`src/sv/spring_damper_shake_bank_assert.svh`:
```
// Assertion macros shared by the shake bank RTL.
// Both macros sample on the rising edge of clk and are off while rst_n is low.
`ifndef SPRING_DAMPER_SHAKE_BANK_ASSERT_SVH
`define SPRING_DAMPER_SHAKE_BANK_ASSERT_SVH

// Same-cycle implication.
`define SDSB_ASSERT_IMPLY(label, ante, cons, msg) \
    label: assert property (@(posedge clk) disable iff (!rst_n) (ante) |-> (cons)) \
        else $error(msg);

// Next-cycle implication.
`define SDSB_ASSERT_NEXT(label, ante, cons, msg) \
    label: assert property (@(posedge clk) disable iff (!rst_n) (ante) |=> (cons)) \
        else $error(msg);

`endif

```
`src/sv/sdsb_ram.sv`:
```
module sdsb_ram #(
    parameter int WIDTH = 8,
    parameter int DEPTH = 16
) (
    input  logic                                 clk,
    input  logic                                 we,
    input  logic [((DEPTH > 1) ? $clog2(DEPTH) : 1)-1:0] waddr,
    input  logic [WIDTH-1:0]                     wdata,
    input  logic                                 re,
    input  logic [((DEPTH > 1) ? $clog2(DEPTH) : 1)-1:0] raddr,
    output logic [WIDTH-1:0]                     rdata
);

    logic [WIDTH-1:0] mem [DEPTH];
    logic [WIDTH-1:0] rdata_reg;

    always_ff @(posedge clk)
    begin
        if (we)
        begin
            mem[waddr] <= wdata;
        end
        if (re)
        begin
            rdata_reg <= mem[raddr];
        end
    end

    assign rdata = rdata_reg;

endmodule
```
`config.mk`:
```
export PLATFORM = sky130hd
export DESIGN_NAME = sdsb_ram
export DESIGN_NICKNAME = d
export VERILOG_FILES = /design/src/sv/spring_damper_shake_bank_assert.svh /design/src/sv/sdsb_ram.sv
export SDC_FILE = /design/constraint.sdc
export NUM_CORES = 1
export LEC_CHECK = 0
export BUFFER_PORTS_ARGS = -buffer_cell sky130_fd_sc_hd__buf_2
export CORE_MARGIN = 1
export CORE_UTILIZATION = 45
export CTS_BUF_LIST = sky130_fd_sc_hd__clkbuf_8
export CTS_CLUSTER_SIZE = 28
export DETAILED_ROUTE_END_ITERATION = 16
export MAX_ROUTING_LAYER = met4
export PLACE_DENSITY_LB_ADDON = 0.2
export SETUP_SLACK_MARGIN = 0.05
export SYNTH_ARGS = -nofsm -noshare
export SYNTH_HDL_FRONTEND = slang
export SYNTH_SLANG_ARGS = --single-unit
export TNS_END_PERCENT = 5
```
`constraint.sdc`:
```
create_clock -name clk -period 2.7 [get_ports clk]
set_input_delay 0.135 -clock clk [delete_from_list [all_inputs] [get_ports clk]]
set_output_delay 0.135 -clock clk [all_outputs]
set_load 0.03 [all_outputs]
```
==> metrics.cfg <==
[floorplanning]
num_rows = 38
initial_utilization_pct = 47.2
die_h_um = 110
core_region_area_sq_um = 11100
dieWidth_um = 110
pin_count = 27
die_area_sq_um = 12100

[timing]
post-route-min-period_ps = 1530
relSlewSlack_pct = 40.2
period_share_pct = 56.6
finalHoldViolCount = 0
skew_ps = 8.04
final-max-slew-violation-count = 0
rsz0062_at_grt = no
worstMarginPinSlew_ps = 893
setup_violations = 0
setup-tns-final_ps = 0
fmaxAchievable_mhz = 654

[min_path]
hold_start = re
hold_class = input pin to flip-flop
whs_path_depth = 1
hold_end = rdata[4]$_DFFE_PP_

[critical_path]
r2r_start = mem[1][5]$_DFFE_PP_
start_kind = flip-flop
rrSetupSlack_ps = 1170
r2r_cells = 3
required_ps = 2870
cp_max_fo = 1
arrival_ps = 1700
critPathCaptureType = flip-flop
crit-reg2reg-capture = rdata[5]$_DFFE_PP_
path_class = flip-flop to flip-flop

[cells_and_area]
final_core_utilization_pct = 52.9
largest_reg_flops = 128
n_antenna_cell = 0
layout-drive-gt1-share_pct = 28.5
final_common_cell = edfxtp_1
nets = 295
final_cell_area_sq_um = 5860
final_cell_mix = 136 x edfxtp_1, 26 x buf_2, 18 x mux4_2
area_growth_syn_to_layout_pct = 12.2

[yosys]
synth.ff_latch_count = 136
synth_edf_count = 136
syn_area_per_cell_sq_um = 22.8
ys_warn_count = 0
async_reset_ff_share_pct = 0
yosys-top-cells-area = edfxtp_1 78%, mux4_2 7.8%, mux4_1 7.0%
synth.largest_area_cell = edfxtp_1
synth_top_area_share_pct = 78.1
seq_area_frac_synth_pct = 78.1
synthCells = 229
synthesis.nets = 248
syn_area_sq_um = 5230
synth_top_flop_cell = edfxtp_1
synth_cell_type_count = 18

[global_routing]
grt_antenna_before_repair = 0
grt_pass1_wl_mm = 15.4
overflow = 0
grt_util_all_layers_pct = 19.7
grt_pass1_vias = 2490
grt_max_degree = 17

[clock_network]
cts_setup_buffers = 0
cts_inserted_buffers = 17
cts_buffer_depth = 2
cts_tree = done
cts_sinks = 136
clk_latency_ps = 430
holdBufCountCts = 0
clk_pin_slew_ps = 70
cts_resized = 0
cts_max_level = 4
clock-root-buffer = clkbuf_8

[run_status]
status = finished clean

[route]
antenna_left = 0
drt_iter0_drc = 174
viasPerCell = 5.51
routed_wl_mm = 9.94
route.vias.total = 2358
routedWlPerCell_um = 23.2
first_pass_iters = 4
route.detailed.drc = 0

[place]
gp_congestion = 0.762
port_buffers = 26
dpl_cell_area_sq_um = 5540
hpwl_mm = 6.36

[job]
cap_violations = 0

[pwr]
p_total_mw = 4.02
ir_drop_uv = 293
total_leakage_power_nw = 1.95
power.density_nw_per_um2 = 685

==> worst max-delay path, cell delays in order, from the launching register on <==
cell and delay, ps:
edfxtp_1 360, mux4_1 530, a22oi_1 290, nand2_1 100
==> area by class of cell <==
cell class | count | area [sq um]
clock buffers | 17 | 234
well taps | 140 | 175
multi-input cells | 83 | 1060
flip-flops and latches | 136 | 4080
fillers | 860 | 5210
clock inverters | 14 | 93.8
repair buffers | 38 | 220
==> worst max-delay path by stage <==
| stage | start | to | slack (ps) | depth (start not counted) |
|---|---|---|---|---|
| after floorplan | waddr[2] | mem[0][0]$_DFFE_PP_ | 1070 | 2 |
| after global placement | raddr[0] | rdata[6]$_DFFE_PP_ | 700 | 5 |
| after detailed placement | raddr[0] | rdata[6]$_DFFE_PP_ | 700 | 5 |
| after CTS | mem[1][5]$_DFFE_PP_ | rdata[5]$_DFFE_PP_ | 1160 | 3 |
| after global routing | mem[1][5]$_DFFE_PP_ | rdata[5]$_DFFE_PP_ | 1120 | 3 |
| final | mem[1][5]$_DFFE_PP_ | rdata[5]$_DFFE_PP_ | 1170 | 3 |
==> cell families after synthesis <==
kind of cell / synth area share [%]
flip-flops: 78.1
AND/OR/NAND/NOR: 3.14
multiplexers: 14.8
AO/OA/AOI/OAI: 2.30
buffers and inverters: 1.65
==> per-stage QoR <==
step,hold WS [ps],setup slack [ps],instances
3_5_place_dp,530,703,397
2_1_floorplan,234,1070,229
5_1_grt,65.8,1120,428
6_report,87.7,1170,428
3_3_place_gp,532,704,397
4_1_cts,70.1,1160,428
==> power by group <==
group	total [mW]	internal (mW)	switching [mW]	leakage (nW)
sequential	2.39	2.38	0.0123	1.24
clock	1.40	0.693	0.709	0.177
combinational	0.227	0.0874	0.140	0.535
total	4.02	3.16	0.862	1.95
==> cells in the mapped netlist (2+ instances only) <==
cell             number
edfxtp_1            136
mux4_2               18
a22oi_1              16
mux4_1               14
nor2_1               13
nand2_1               9
nor3_1                4
buf_2                 3
buf_6                 3
clkdlybuf4s25_2       3
nand2b_1              2
nand3b_1              2
==> routing by layer <==
metal / track usage, % / vias up / wire, um
met3: 5.75 / 2 / 641
met2: 29.2 / 67 / 4930
met5: - / - / 0
met1: 26.3 / 1221 / 4330
li1: - / 1068 / -
met4: 6.76 / 0 / 38
(Power assumes the default switching activity.)
